## src/hw/rtl/ufr_pkg.sv

```systemverilog
// Shared constants, types and helper functions of the frame receiver.
// Used by the RTL modules of the block apart from the store; depends on nothing.
package ufr_pkg;

  localparam int STORE_DEPTH = 64;
  localparam int ADDR_W      = $clog2(STORE_DEPTH);
  // The longest body is two header-free bytes plus 62 data bytes.
  localparam int LEN_W       = 7;
  localparam int MAX_PAYLOAD = (62 < STORE_DEPTH - 2) ? 62 : STORE_DEPTH - 2;

  localparam int APB_ADDR_W  = 5;
  localparam int REG_IDX_W   = 3;

  localparam logic [REG_IDX_W-1:0] REG_HEADER_FIRST  = 3'd0;
  localparam logic [REG_IDX_W-1:0] REG_HEADER_SECOND = 3'd1;
  localparam logic [REG_IDX_W-1:0] REG_FOOTER_VALUE  = 3'd2;
  localparam logic [REG_IDX_W-1:0] REG_FRAME_MODE    = 3'd3;
  localparam logic [REG_IDX_W-1:0] REG_PAYLOAD_LEN   = 3'd4;

  localparam logic [5:0] PAYLOAD_LEN_RESET = 6'd9;

  typedef struct packed {
    logic [7:0] header_first;
    logic [7:0] header_second;
    logic [7:0] footer_value;
    logic       frame_mode;
    logic [5:0] payload_len;
  } cfg_t;

  typedef struct packed {
    logic              en;
    logic [ADDR_W-1:0] addr;
    logic [7:0]        data;
  } wr_t;

  typedef struct packed {
    logic              en;
    logic [ADDR_W-1:0] addr;
  } rd_t;

  typedef struct packed {
    logic             push;
    logic [LEN_W-1:0] len;
  } cmd_t;

  // Payload length as actually used: zero counts as one, large values saturate.
  function automatic logic [5:0] eff_payload(input logic [5:0] plen);
    logic [5:0] n;
    n = plen;
    if (n == 6'd0) begin
      n = 6'd1;
    end
    if (n > 6'(MAX_PAYLOAD)) begin
      n = 6'(MAX_PAYLOAD);
    end
    return n;
  endfunction

endpackage

```

## src/hw/rtl/ufr_rx_if.sv

```systemverilog
// Valid/ready channel carrying received bytes into the frame receiver.
// Stands alone; no package needed.
interface ufr_rx_if;
  logic       valid;
  logic       ready;
  logic [7:0] rx_byte;

  modport source (output valid, output rx_byte, input ready);
  modport sink   (input valid, input rx_byte, output ready);
endinterface

```

## src/hw/rtl/ufr_frame_if.sv

```systemverilog
// Valid/ready channel carrying frame body bytes out of the frame receiver.
// Stands alone; no package needed.
interface ufr_frame_if;
  logic       valid;
  logic       ready;
  logic [7:0] frame_byte;
  logic       frame_last;

  modport source (output valid, output frame_byte, output frame_last, input ready);
  modport sink   (input valid, input frame_byte, input frame_last, output ready);
endinterface

```

## src/hw/rtl/uart_frame_receiver_core.sv

```systemverilog
// Frame receiver: takes one received byte per handshake and hunts for frames made
// of two header bytes, a body and a footer byte; on a good footer the body is sent
// out word by word with the last one flagged. A byte is normally taken every cycle;
// while a finished frame is still being sent, header bytes are still taken, but any
// later byte of the next frame, footer included, waits until the body has drained.
// The emitter reads the store in the cycle before it loads the output register, and
// the read of the next word overlaps the handshake of the current one, so each word
// passes through a load state and a show state, and valid drops between words.
// The store has no clearing pass after reset. Registers sit on the APB port at
// byte address 4*i. Depends on ufr_pkg, the two channel interfaces and the ufr_*
// submodules.
module uart_frame_receiver_core (
  input  logic                           clk,
  input  logic                           rst,
  input  logic                           psel,
  input  logic                           penable,
  input  logic                           pwrite,
  input  logic [ufr_pkg::APB_ADDR_W-1:0] paddr,
  input  logic [31:0]                    pwdata,
  output logic [31:0]                    prdata,
  output logic                           pready,
  ufr_rx_if.sink                         rx,
  ufr_frame_if.source                    frame
);

  ufr_pkg::cfg_t                 cfg;
  ufr_pkg::wr_t                  wr;
  ufr_pkg::rd_t                  rd;
  ufr_pkg::cmd_t                 cmd;
  logic                          pending;
  logic                          pop;
  logic [ufr_pkg::LEN_W-1:0]     head_len;
  logic [7:0]                    rd_data;
  logic [ufr_pkg::REG_IDX_W-1:0] reg_idx;
  logic                          cfg_write;

  assign pready    = 1'b1;
  assign reg_idx   = paddr[ufr_pkg::APB_ADDR_W-1:2];
  assign cfg_write = psel && penable && pwrite && pready;

  always_ff @(posedge clk) begin
    if (rst) begin
      cfg.header_first  <= 8'd0;
      cfg.header_second <= 8'd0;
      cfg.footer_value  <= 8'd0;
      cfg.frame_mode    <= 1'b0;
      cfg.payload_len   <= ufr_pkg::PAYLOAD_LEN_RESET;
    end else if (cfg_write) begin
      unique case (reg_idx)
        ufr_pkg::REG_HEADER_FIRST:  cfg.header_first  <= pwdata[7:0];
        ufr_pkg::REG_HEADER_SECOND: cfg.header_second <= pwdata[7:0];
        ufr_pkg::REG_FOOTER_VALUE:  cfg.footer_value  <= pwdata[7:0];
        ufr_pkg::REG_FRAME_MODE:    cfg.frame_mode    <= pwdata[0];
        ufr_pkg::REG_PAYLOAD_LEN:   cfg.payload_len   <= pwdata[5:0];
        default: begin
        end
      endcase
    end
  end

  always_comb begin
    unique case (reg_idx)
      ufr_pkg::REG_HEADER_FIRST:  prdata = {24'd0, cfg.header_first};
      ufr_pkg::REG_HEADER_SECOND: prdata = {24'd0, cfg.header_second};
      ufr_pkg::REG_FOOTER_VALUE:  prdata = {24'd0, cfg.footer_value};
      ufr_pkg::REG_FRAME_MODE:    prdata = {31'd0, cfg.frame_mode};
      ufr_pkg::REG_PAYLOAD_LEN:   prdata = {26'd0, cfg.payload_len};
      default:                    prdata = 32'd0;
    endcase
  end

  ufr_front u_front (
    .clk     (clk),
    .rst     (rst),
    .rx      (rx),
    .cfg     (cfg),
    .pending (pending),
    .wr      (wr),
    .cmd     (cmd)
  );

  ufr_store #(
    .DEPTH (ufr_pkg::STORE_DEPTH),
    .WIDTH (8)
  ) u_store (
    .clk   (clk),
    .we    (wr.en),
    .waddr (wr.addr),
    .wdata (wr.data),
    .re    (rd.en),
    .raddr (rd.addr),
    .rdata (rd_data)
  );

  ufr_cmd_queue u_queue (
    .clk      (clk),
    .rst      (rst),
    .cmd      (cmd),
    .pop      (pop),
    .pending  (pending),
    .head_len (head_len)
  );

  ufr_back u_back (
    .clk      (clk),
    .rst      (rst),
    .pending  (pending),
    .head_len (head_len),
    .pop      (pop),
    .rd       (rd),
    .rd_data  (rd_data),
    .frame    (frame)
  );

endmodule

```

## src/hw/rtl/ufr_store.sv

```systemverilog
// Generic single-write, single-read RAM with a registered read port.
// Holds the frame body bytes; depends on nothing.
module ufr_store #(
  parameter int DEPTH = 64,
  parameter int WIDTH = 8
) (
  input  logic                     clk,
  input  logic                     we,
  input  logic [$clog2(DEPTH)-1:0] waddr,
  input  logic [WIDTH-1:0]         wdata,
  input  logic                     re,
  input  logic [$clog2(DEPTH)-1:0] raddr,
  output logic [WIDTH-1:0]         rdata
);

  logic [WIDTH-1:0] mem [DEPTH];

  always_ff @(posedge clk) begin
    if (we) begin
      mem[waddr] <= wdata;
    end
  end

  always_ff @(posedge clk) begin
    if (re) begin
      rdata <= mem[raddr];
    end
  end

endmodule

```

## src/hw/rtl/ufr_front.sv

```systemverilog
// Front end of the frame receiver: parses incoming bytes, writes the frame body
// into the store and queues an emit command on a good footer. Uses ufr_pkg.
module ufr_front (
  input  logic              clk,
  input  logic              rst,
  ufr_rx_if.sink            rx,
  input  ufr_pkg::cfg_t     cfg,
  input  logic              pending,
  output ufr_pkg::wr_t      wr,
  output ufr_pkg::cmd_t     cmd
);

  localparam logic [2:0] PH_HEAD1  = 3'd0;
  localparam logic [2:0] PH_HEAD2  = 3'd1;
  localparam logic [2:0] PH_TYPE   = 3'd2;
  localparam logic [2:0] PH_COUNT  = 3'd3;
  localparam logic [2:0] PH_LENGTH = 3'd4;
  localparam logic [2:0] PH_DATA   = 3'd5;
  localparam logic [2:0] PH_FOOTER = 3'd6;

  logic [2:0] phase;
  logic [2:0] phase_next;
  logic [5:0] data_counter;
  logic [5:0] data_counter_next;
  logic       accept;
  logic       body_phase;
  logic       wr_req;
  logic [6:0] widx;
  logic [5:0] eff_len;

  // Phases that touch the store, and the footer phase, must wait until the previous frame has drained.
  assign body_phase = (phase == PH_TYPE) || (phase == PH_COUNT) || (phase == PH_LENGTH) ||
                      (phase == PH_DATA) || (phase == PH_FOOTER);
  assign rx.ready   = !(pending && body_phase);
  assign accept     = rx.valid && rx.ready;
  assign eff_len    = ufr_pkg::eff_payload(cfg.payload_len);

  always_comb begin
    phase_next        = phase;
    data_counter_next = data_counter;
    wr_req            = 1'b0;
    widx              = 7'd0;
    cmd.push          = 1'b0;
    cmd.len           = '0;
    if (accept) begin
      unique case (phase)
        PH_HEAD2: begin
          if (rx.rx_byte == cfg.header_second) begin
            phase_next = cfg.frame_mode ? PH_TYPE : PH_COUNT;
          end else begin
            phase_next = PH_HEAD1;
          end
        end
        PH_TYPE: begin
          data_counter_next = 6'd0;
          wr_req            = 1'b1;
          widx              = 7'd0;
          phase_next        = PH_COUNT;
        end
        PH_COUNT: begin
          wr_req = 1'b1;
          if (cfg.frame_mode) begin
            widx       = 7'd1;
            phase_next = PH_FOOTER;
          end else begin
            widx       = 7'd0;
            phase_next = PH_LENGTH;
          end
        end
        PH_LENGTH: begin
          wr_req            = 1'b1;
          widx              = 7'd1;
          data_counter_next = 6'd0;
          phase_next        = PH_DATA;
        end
        PH_DATA: begin
          wr_req            = 1'b1;
          widx              = {1'b0, data_counter} + 7'd2;
          data_counter_next = data_counter + 6'd1;
          if (data_counter_next >= eff_len) begin
            phase_next = PH_FOOTER;
          end
        end
        PH_FOOTER: begin
          if (rx.rx_byte == cfg.footer_value) begin
            cmd.push = 1'b1;
            cmd.len  = cfg.frame_mode ? 7'd2 : 7'd2 + {1'b0, eff_len};
          end
          phase_next        = PH_HEAD1;
          data_counter_next = 6'd0;
        end
        default: begin
          // The hunt for the first header, also reached from the unused code.
          if (rx.rx_byte == cfg.header_first) begin
            phase_next = PH_HEAD2;
          end else begin
            phase_next = PH_HEAD1;
          end
        end
      endcase
    end
  end

  always_comb begin
    wr.en   = wr_req && (32'(widx) < ufr_pkg::STORE_DEPTH);
    wr.addr = ufr_pkg::ADDR_W'(widx);
    wr.data = rx.rx_byte;
  end

  always_ff @(posedge clk) begin
    if (rst) begin
      phase        <= PH_HEAD1;
      data_counter <= 6'd0;
    end else begin
      phase        <= phase_next;
      data_counter <= data_counter_next;
    end
  end

endmodule

```

## src/hw/rtl/ufr_cmd_queue.sv

```systemverilog
// Two-entry queue of emit commands between the parser and the emitter.
// An entry stays until its whole frame has been handed out. Uses ufr_pkg.
module ufr_cmd_queue (
  input  logic                      clk,
  input  logic                      rst,
  input  ufr_pkg::cmd_t             cmd,
  input  logic                      pop,
  output logic                      pending,
  output logic [ufr_pkg::LEN_W-1:0] head_len
);

  logic [ufr_pkg::LEN_W-1:0] slot [2];
  logic                      rd_ptr;
  logic                      wr_ptr;
  logic [1:0]                count;
  logic                      do_push;
  logic                      do_pop;

  assign pending  = (count != 2'd0);
  assign head_len = slot[rd_ptr];
  assign do_push  = cmd.push && (count != 2'd2);
  assign do_pop   = pop && pending;

  always_ff @(posedge clk) begin
    if (do_push) begin
      slot[wr_ptr] <= cmd.len;
    end
  end

  always_ff @(posedge clk) begin
    if (rst) begin
      rd_ptr <= 1'b0;
      wr_ptr <= 1'b0;
      count  <= 2'd0;
    end else begin
      if (do_push) begin
        wr_ptr <= !wr_ptr;
      end
      if (do_pop) begin
        rd_ptr <= !rd_ptr;
      end
      count <= count + {1'b0, do_push} - {1'b0, do_pop};
    end
  end

endmodule

```

## src/hw/rtl/ufr_back.sv

```systemverilog
// Back end of the frame receiver: reads the stored body byte by byte and drives
// the output channel through a holding register. Uses ufr_pkg.
module ufr_back (
  input  logic                      clk,
  input  logic                      rst,
  input  logic                      pending,
  input  logic [ufr_pkg::LEN_W-1:0] head_len,
  output logic                      pop,
  output ufr_pkg::rd_t              rd,
  input  logic [7:0]                rd_data,
  ufr_frame_if.source               frame
);

  localparam logic [1:0] S_IDLE = 2'd0;
  localparam logic [1:0] S_LOAD = 2'd1;
  localparam logic [1:0] S_SHOW = 2'd2;

  logic [1:0]                state;
  logic [ufr_pkg::LEN_W-1:0] idx;
  logic [ufr_pkg::LEN_W-1:0] idx_inc;
  logic [7:0]                byte_q;
  logic                      last_q;
  logic                      valid_q;

  assign idx_inc          = idx + 1'b1;
  assign frame.valid      = valid_q;
  assign frame.frame_byte = byte_q;
  assign frame.frame_last = last_q;

  always_comb begin
    pop     = 1'b0;
    rd.en   = 1'b0;
    rd.addr = ufr_pkg::ADDR_W'(idx);
    unique case (state)
      S_IDLE: begin
        rd.en = pending;
      end
      S_SHOW: begin
        if (frame.ready) begin
          if (last_q) begin
            pop = 1'b1;
          end else begin
            rd.en   = 1'b1;
            rd.addr = ufr_pkg::ADDR_W'(idx_inc);
          end
        end
      end
      default: begin
      end
    endcase
  end

  always_ff @(posedge clk) begin
    if (state == S_LOAD) begin
      byte_q <= rd_data;
      last_q <= (idx_inc == head_len);
    end
  end

  always_ff @(posedge clk) begin
    if (rst) begin
      state   <= S_IDLE;
      idx     <= '0;
      valid_q <= 1'b0;
    end else begin
      unique case (state)
        S_IDLE: begin
          if (pending) begin
            state <= S_LOAD;
          end
        end
        S_LOAD: begin
          valid_q <= 1'b1;
          state   <= S_SHOW;
        end
        S_SHOW: begin
          if (frame.ready) begin
            valid_q <= 1'b0;
            if (last_q) begin
              idx   <= '0;
              state <= S_IDLE;
            end else begin
              idx   <= idx_inc;
              state <= S_LOAD;
            end
          end
        end
        default: begin
          state <= S_IDLE;
        end
      endcase
    end
  end

endmodule

```

## src/flat_wrapper.sv

```systemverilog
// flat-port wrapper written by rule: the top's interface ports become plain ports
module uart_frame_receiver_core_flat 
  (clk, rst, psel, penable, pwrite, paddr, pwdata, prdata, pready, rx_valid, rx_rx_byte, rx_ready, frame_valid, frame_frame_byte, frame_frame_last, frame_ready);
  ufr_rx_if rx_i ();
  ufr_frame_if frame_i ();
  input  logic clk;
  input  logic rst;
  input  logic psel;
  input  logic penable;
  input  logic pwrite;
  input  logic [ufr_pkg::APB_ADDR_W-1:0] paddr;
  input  logic [31:0] pwdata;
  output logic [31:0] prdata;
  output logic pready;
  input wire logic [$bits(rx_i.valid)-1:0] rx_valid;
  input wire logic [$bits(rx_i.rx_byte)-1:0] rx_rx_byte;
  output wire logic [$bits(rx_i.ready)-1:0] rx_ready;
  output wire logic [$bits(frame_i.valid)-1:0] frame_valid;
  output wire logic [$bits(frame_i.frame_byte)-1:0] frame_frame_byte;
  output wire logic [$bits(frame_i.frame_last)-1:0] frame_frame_last;
  input wire logic [$bits(frame_i.ready)-1:0] frame_ready;
  assign rx_i.valid = rx_valid;
  assign rx_i.rx_byte = rx_rx_byte;
  assign rx_ready = rx_i.ready;
  assign frame_valid = frame_i.valid;
  assign frame_frame_byte = frame_i.frame_byte;
  assign frame_frame_last = frame_i.frame_last;
  assign frame_i.ready = frame_ready;
  uart_frame_receiver_core u_core (.clk(clk), .rst(rst), .psel(psel), .penable(penable), .pwrite(pwrite), .paddr(paddr), .pwdata(pwdata), .prdata(prdata), .pready(pready), .rx(rx_i), .frame(frame_i));
endmodule
```

## config.mk

```make
export PLATFORM = sky130hd
export DESIGN_NAME = uart_frame_receiver_core_flat
export DESIGN_NICKNAME = d
export VERILOG_FILES = /design/src/hw/rtl/ufr_pkg.sv /design/src/hw/rtl/ufr_rx_if.sv /design/src/hw/rtl/ufr_frame_if.sv /design/src/hw/rtl/uart_frame_receiver_core.sv /design/src/hw/rtl/ufr_store.sv /design/src/hw/rtl/ufr_front.sv /design/src/hw/rtl/ufr_cmd_queue.sv /design/src/hw/rtl/ufr_back.sv /design/src/flat_wrapper.sv
export SDC_FILE = /design/constraint.sdc
export NUM_CORES = 1
export LEC_CHECK = 0
export ABC_AREA = 1
export CAP_MARGIN = 20
export CORE_MARGIN = 4
export CORE_UTILIZATION = 25
export DETAILED_ROUTE_END_ITERATION = 16
export DONT_BUFFER_PORTS = 1
export HOLD_SLACK_MARGIN = 0.03
export PLACE_DENSITY = 0.41
export SLEW_MARGIN = 15
export SYNTH_ARGS = -nofsm -noshare
export SYNTH_HDL_FRONTEND = slang
export SYNTH_SLANG_ARGS = --single-unit
```

## constraint.sdc

```tcl
create_clock -name clk -period 3.2 [get_ports clk]
set_clock_uncertainty 0.15 [all_clocks]
set_input_delay 0.48 -clock clk [delete_from_list [all_inputs] [get_ports clk]]
set_output_delay 0.48 -clock clk [all_outputs]
set_load 0.1 [all_outputs]
```

Yosys cells after proc, flatten, opt, wreduce, memory -nomap -nowiden
Memory sizes are Yosys's and may differ from the RTL's. A register that Yosys moved wholly into a read port is not among the register bits.
Index checks and enable logic that the tools add are counted.
- bits in registers: 63
- memory bits (writable): 526
- input port bits: 52
- output and inout port bits: 44
- logic and storage cells: 117
- memories kept: 2
- memories (memory ; depth ; width ; rd ports ; clocked after memory_dff ; wr ports ; line ; RTL):
    u_core.u_store.mem ; 64 ; 8 ; 1 ; 1 ; 1 ; ufr_store.sv:16 ; logic [WIDTH-1:0] mem [DEPTH];
    u_core.u_queue.slot ; 2 ; 7 ; 1 ; 1 ; 1 ; ufr_cmd_queue.sv:12 ; logic [ufr_pkg::LEN_W-1:0] slot [2];
- add/subtract/negate cells: 6
- order comparisons: 3
- equality and inequality tests: 20
- mux-type cells: 39
- reduce and logical (&&, ||, !) cells: 32
- operator list (kind ; count):
    8-bit one-hot mux with 5 select lines ; 1
    7-bit 2-to-1 mux ; 5
    8-bit == test ; 3
    8-bit 2-to-1 mux ; 3
    7-bit one-hot mux with 3 select lines ; 1
    2-bit AND reduction ; 10
    6-bit 2-to-1 mux ; 3
    3-bit one-hot mux with 6 select lines ; 1
    1-bit 2-to-1 mux ; 16
    3-bit by 2-bit == test with 1-bit output (second input constant) ; 4
    3-bit == test (second input constant) ; 4
    6-bit one-hot mux with 2 select lines ; 1
    2-bit 2-to-1 mux ; 4
    2-bit by 6-bit adder with 7-bit output (first input constant) ; 1
    6-bit by 2-bit adder with 7-bit output (second input constant) ; 1
    7-bit by 1-bit adder with 7-bit output (second input constant) ; 1
    7-bit == test ; 1
    1-bit logical AND ; 7
    7-bit less-than comparator (second input constant) ; 1
    6-bit by 1-bit adder with 6-bit output (second input constant) ; 1
    3-bit by 1-bit == test with 1-bit output (second input constant) ; 2
    6-bit greater-or-equal comparator ; 1
    6-bit > comparator (second input constant) ; 1
    6-bit logical NOT ; 1
    16 further kinds ; 26

Depth between registers and ports, before layout
- word-level depth: 13
- depth in mapped cells: 15
- mapped depth without buffers: 15

Modules after synthesis
A second synthesis with hierarchy kept.
- cell total of the unflattened synthesis: 2510
- area, all modules: 26436.6 µm²
- modules (own cells, without submodules) (module ; times used ; cells an instance ; area an instance (µm²) ; seq. area each (µm²)):
    ufr_store ; 1 ; 1805 ; 21419.3 ; 15615.0
    uart_frame_receiver_core ; 1 ; 288 ; 1819.2 ; 620.6
    ufr_front ; 1 ; 230 ; 1433.9 ; 180.2
    ufr_back ; 1 ; 129 ; 993.5 ; 470.5
    ufr_cmd_queue ; 1 ; 58 ; 770.7 ; 520.5

Worst setup path after synthesis
Ideal clock, no wire load.
- path type: input-to-output
- start: input paddr[4] in the netlist's numbering
- end: output prdata[0]
- arrival: 3.180 ns
- required time: 2.570 ns
- path slack: -0.610 ns
- stages: 3
- buffers on the path: 0
- cell sequence: nor3_1 inv_1 o21ai_0
- longest elaborated chain between the ends: 2
- elaborated cells between the ends (all ways): 6
- classes of those cells: eq/ne: 4; mux: 1; reduce/logical: 1
- RTL lines (item ; line ; RTL):
    from (decl) ; flat_wrapper.sv:11 ; input logic [ufr_pkg::APB_ADDR_W-1:0] paddr;
    3-bit == test, or another cell as far along ; uart_frame_receiver_core.sv:62 ; unique case (reg_idx)
    8-bit one-hot mux with 5 select lines * ; uart_frame_receiver_core.sv:62 ;
    to (decl) ; flat_wrapper.sv:13 ; output logic [31:0] prdata;
Mark *: on every way between the ends. The rest lies on a longest branch, timed or not.

Worst setup path after layout
- start: register u_core.u_back.idx[0] in the netlist's numbering
- end: register u_core.u_store.rdata[0] (read register of u_core.u_store.mem) (data pin)
- longest elaborated chain between the ends: 4
- RTL lines (item ; line ; RTL):
    from (decl) ; ufr_back.sv:19 ; logic [ufr_pkg::LEN_W-1:0] idx;
    from (signal assigned) ; ufr_back.sv:83 ; idx <= idx_inc;
    7-bit by 1-bit adder with 7-bit output ; ufr_back.sv:25 ; assign idx_inc = idx + 1'b1;
    7-bit 2-to-1 mux ; ufr_back.sv:40 ; if (last_q) begin
    7-bit 2-to-1 mux ; ufr_back.sv:39 ; if (frame.ready) begin
    6-bit 2-to-1 mux * ; ufr_back.sv:34 ; unique case (state)
    to (decl) ; ufr_store.sv:13 ; output logic [WIDTH-1:0] rdata
Marks and branches as above.
A chain may end at the register's enable or synchronous reset.

==> impl_results.rst <==
.. list-table::
   :header-rows: 1

   * - Metric
     - Value
   * - Pin slew with the least headroom to its limit
     - 1.08 ns
   * - Filler cells
     - 11,200
   * - First-pass GRT wire length
     - 122,000 microns
   * - Overall via count from detail_route
     - 18,700
   * - Synth Flop Type
     - sky130_fd_sc_hd__edfxtp_1
   * - Via count of the first global-routing pass
     - 18,000
   * - Netlist Area Pre-Place
     - 27,300 sq um
   * - Number of CTS-inserted buffers
     - 71
   * - Post-synthesis sequential element count
     - 598
   * - Final total power
     - 16.8 mW
   * - Vias per cell
     - 4.34
   * - Library cells used by synthesis
     - 46
   * - Proportion of synthesized area in mux cells
     - 0.147%
   * - Layout overhead on the synthesized area
     - 18.2%
   * - Async S/R FF share, synth
     - 0%
   * - Delay contributed by the slowest stage of the critical path
     - 0.42 ns
   * - Per-instance average area after synthesis
     - 9.94 sq um
   * - Fraction of power consumed by the clock network
     - 46.3%
   * - HPWL after DPL
     - 47,700 microns
   * - Worst Setup Start Kind
     - flip-flop
   * - GRT overflow
     - 0
   * - Sequential area share after synthesis
     - 63.8%
   * - Switching part of the total
     - 22.2%
   * - Type of the setup path with the least slack
     - flip-flop to flip-flop
   * - Final setup vio count
     - 0
   * - WL final
     - 82,300 microns
   * - Buffers inserted by post-CTS timing repair
     - 0
   * - Hold violation total from the final report
     - 0
   * - Critical path's most frequent cell
     - sky130_fd_sc_hd__nand3_1
   * - Power density cells
     - 519 nW/um^2
   * - Core region area
     - 108,000 sq um
   * - Final Max Tran Viols
     - 0
   * - Leakage
     - 12.9 nW
   * - Sum of negative setup slack
     - 0 ns
   * - Source-to-sink clock delay at the later pin of the worst-skew pair
     - 0.60 ns
   * - Dominant combinational cell family by area after synthesis
     - simple AND/OR/NAND/NOR gates
   * - # diodes
     - 0
   * - Yosys warning count
     - 0
   * - Adder-cell share of the synthesized area
     - 0.596%
   * - Initial core utilization
     - 25.3%
   * - Detailed-routing iteration count for the pre-antenna-repair pass
     - 7
   * - Number of synthesized flops with an enable pin
     - 543
   * - Normalized max-slew margin
     - 28.1%
   * - Worst reg-to-reg path cell count
     - 13
   * - Width of the chip
     - 338 microns
   * - Outcome
     - finished, final reports clean
   * - Die area
     - 114,000 sq um
   * - Maxcap violations
     - 0
   * - Fraction of the mapped netlist area in compound gates
     - 2.32%
   * - Cells after synthesis
     - 2,746
   * - Share of power burned in combinational logic
     - 2.8%
   * - Layout cells sized above 1
     - 10.2%
   * - Root buffer cell
     - sky130_fd_sc_hd__clkbuf_16
   * - Sw power
     - 3.73 mW
   * - Port buffer count
     - 0
   * - Total global routing track utilization
     - 14.1%
   * - Number of nets with antenna violations after detailed routing
     - 0
   * - XOR/XNOR Fraction of Synth Area
     - 1.03%
   * - Internal power
     - 13.0 mW
   * - Site Rows
     - 120
   * - Max Fanout on Critical Path
     - 25
   * - CTS tree
     - built
   * - Share of synthesized cell area in and, or, nand and nor gates
     - 22.2%
   * - Detailed-route wire length per cell
     - 19.1 microns
   * - Path type of the worst min-delay path
     - input port to flip-flop
   * - # IOs
     - 96
   * - Clock transition at the registers of the reported paths
     - 0.06 ns
   * - Number of buffers on the longest clock path
     - 3
   * - Final critical-path required period
     - 3.05 ns
   * - Unrepaired setup endpoints after global routing
     - no
   * - Highest ir drop seen on vdd
     - 305 uV
   * - DRT iter0 DRCs
     - 1,242
   * - Required time at the endpoint of the critical path
     - 3.42 ns
   * - Net total in the final layout
     - 2,909
   * - Largest net degree at the start of global routing
     - 105
   * - Fraction of power consumed by sequential logic
     - 50.9%
   * - Cell depth of the worst min-delay path
     - 4
   * - Highest clock rate
     - 0.328 GHz
   * - Cell at the slowest stage of the critical path
     - sky130_fd_sc_hd__dfxtp_1
   * - Endpoint arrival time on the critical path
     - 3.27 ns
   * - Share of the cycle needed by the critical path after routing
     - 95.3%
   * - Cell-by-cell listing of the critical path
     - inv_1, ha_1, inv_1, nand4_4, nand2_8, buf_4, nand2_1, nand3_1, nand3_1, nand3_1, nand3_1, nand3_1, nand2_1
   * - CTS H-tree lvls
     - 3
   * - DRC violations left
     - 0
   * - Routability Congestion
     - 0.774
   * - Die Ht
     - 338 microns
   * - Clock tree sinks
     - 598
   * - Antenna violations before repair
     - 0
   * - Setup crit end kind
     - flip-flop
-- per-layer routing --
layer	track usage, %	vias to the layer above	wire length, microns
li1	-	9241	-
met1	20.2	8955	40300
met2	22.1	350	36800
met3	2.46	106	3270
met4	3.83	0	1870
met5	0	-	0
-- power by group through the flow --
stage               registers (mW)  clock network, mW  logic, mW
floorplan                     8.69                  0      0.257
global placement              8.69                  0      0.278
detailed placement            8.69                  0      0.279
CTS                           8.52               8.00      0.477
global route                  8.52               8.32      0.502
finish                        8.53               7.76      0.469
-- sequential cells by signal (all words and copies together) (netlist names), named ones only --
register and flops:
u_core.u_queue.wr_ptr 1, u_core.u_queue.slot 14, u_core.u_store.mem 512, u_core.u_back.idx 7, u_core.cfg 31, u_core.u_back.frame.frame_last 1, u_core.u_front.data_counter 6, u_core.u_store.rdata 8
u_core.u_back.frame.frame_byte 8, u_core.u_back.frame.valid 1, u_core.u_queue.rd_ptr 1, u_core.u_queue.count 2, u_core.u_back.state 2, u_core.u_front.phase 3
-- metrics by stage --
stage | hold WS (ns) | utilization, % | setup slack, ns | cell area, sq um | std cells
4_1_cts | 0.0522 | 29.9 | 0.143 | 32200 | 4302
5_1_grt | 0.106 | 30.0 | 0.00251 | 32300 | 4302
6_report | 0.0958 | 30.0 | 0.151 | 32300 | 4302
3_3_place_gp | 0.265 | 27.6 | 0.119 | 29700 | 4152
3_5_place_dp | 0.266 | 27.6 | 0.112 | 29700 | 4153
2_1_floorplan | 0.250 | - | 0.114 | 27400 | 2769
-- cell usage after synthesis (11+ instances only) --
cell,number,share of area [%]
sky130_fd_sc_hd__nand3_1,572,10
sky130_fd_sc_hd__edfxtp_1,543,60
sky130_fd_sc_hd__nand2_1,522,7.2
sky130_fd_sc_hd__inv_1,498,6.9
sky130_fd_sc_hd__nor2_1,131,1.8
sky130_fd_sc_hd__buf_2,71,1.3
sky130_fd_sc_hd__nand3b_1,56,1.5
sky130_fd_sc_hd__dfxtp_1,55,4.0
sky130_fd_sc_hd__o21ai_0,45,0.83
sky130_fd_sc_hd__clkbuf_1,42,0.58
sky130_fd_sc_hd__a21oi_1,39,0.72
sky130_fd_sc_hd__buf_4,36,0.99
sky130_fd_sc_hd__xnor2_1,16,0.51
sky130_fd_sc_hd__xor2_1,16,0.51
sky130_fd_sc_hd__ha_1,13,0.60
sky130_fd_sc_hd__nand4_1,12,0.28
sky130_fd_sc_hd__inv_2,11,0.15
-- repair_timing --
item | in CTS | in global routing
setup endpoints to repair | 0 | 63
gates resized for setup | 0 | 10
hold buffers | 21 | 0
endpoints found under the hold margin | 560 | 0
-- layout by cell type, fill, tap and decap left out, drive strengths merged, types with 51 or more instances in the layout --
cell type / instances
nand3b: 56
dfxtp: 55
inv: 514
nor2: 135
nand3: 573
clkbuf: 91
o21ai: 51
nand2: 531
edfxtp: 543
buf: 140
-- kinds of logic after synthesis --
| group | Yosys count |
|---|---|
| AND/OR/NAND/NOR | 1326 |
| buffers and inverters | 662 |
| flip-flops | 598 |
| AO/OA/AOI/OAI | 109 |
| XOR/XNOR | 32 |
| adder cells (fa/ha/maj) | 13 |
| multiplexers | 4 |
| other | 2 |
-- final timing paths --
kind / startpoint / endpoint / slack, ns
worst max-delay path: u_core.u_back.idx[0]$_SDFFE_PP0P_ / u_core.u_store.rdata[0]$_DFFE_PP_ / 0.15
worst min-delay path: rx_valid / u_core.u_front.data_counter[0]$_SDFFE_PP0P_ / 0.1
worst max register to register: u_core.u_back.idx[0]$_SDFFE_PP0P_ / u_core.u_store.rdata[0]$_DFFE_PP_ / 0.15
worst min register to register: u_core.u_store.rdata[3]$_DFFE_PP_ / u_core.u_back.frame.frame_byte[3]$_DFFE_PP_ / 0.29
-- worst max-delay path: cells and delay by family (launching register included) --
family	cells	cell delay, ns
adder cells (fa/ha/maj)	1	0.30
AND/OR/NAND/NOR	9	1.37
flip-flops	1	0.42
buffers and inverters	3	0.55
-- final cells by class --
type | count | area (sq um) | share of cell area (%)
multi-input cells | 1509 | 7390 | 22.9
well taps | 1403 | 1760 | 5.44
clock buffers | 91 | 1910 | 5.93
flip-flops and latches | 598 | 17400 | 54.0
repair buffers | 153 | 1580 | 4.90
clock inverters | 37 | 288 | 0.892
inverters | 511 | 1920 | 5.96
Note: power is estimated with default switching activity, not from simulation.
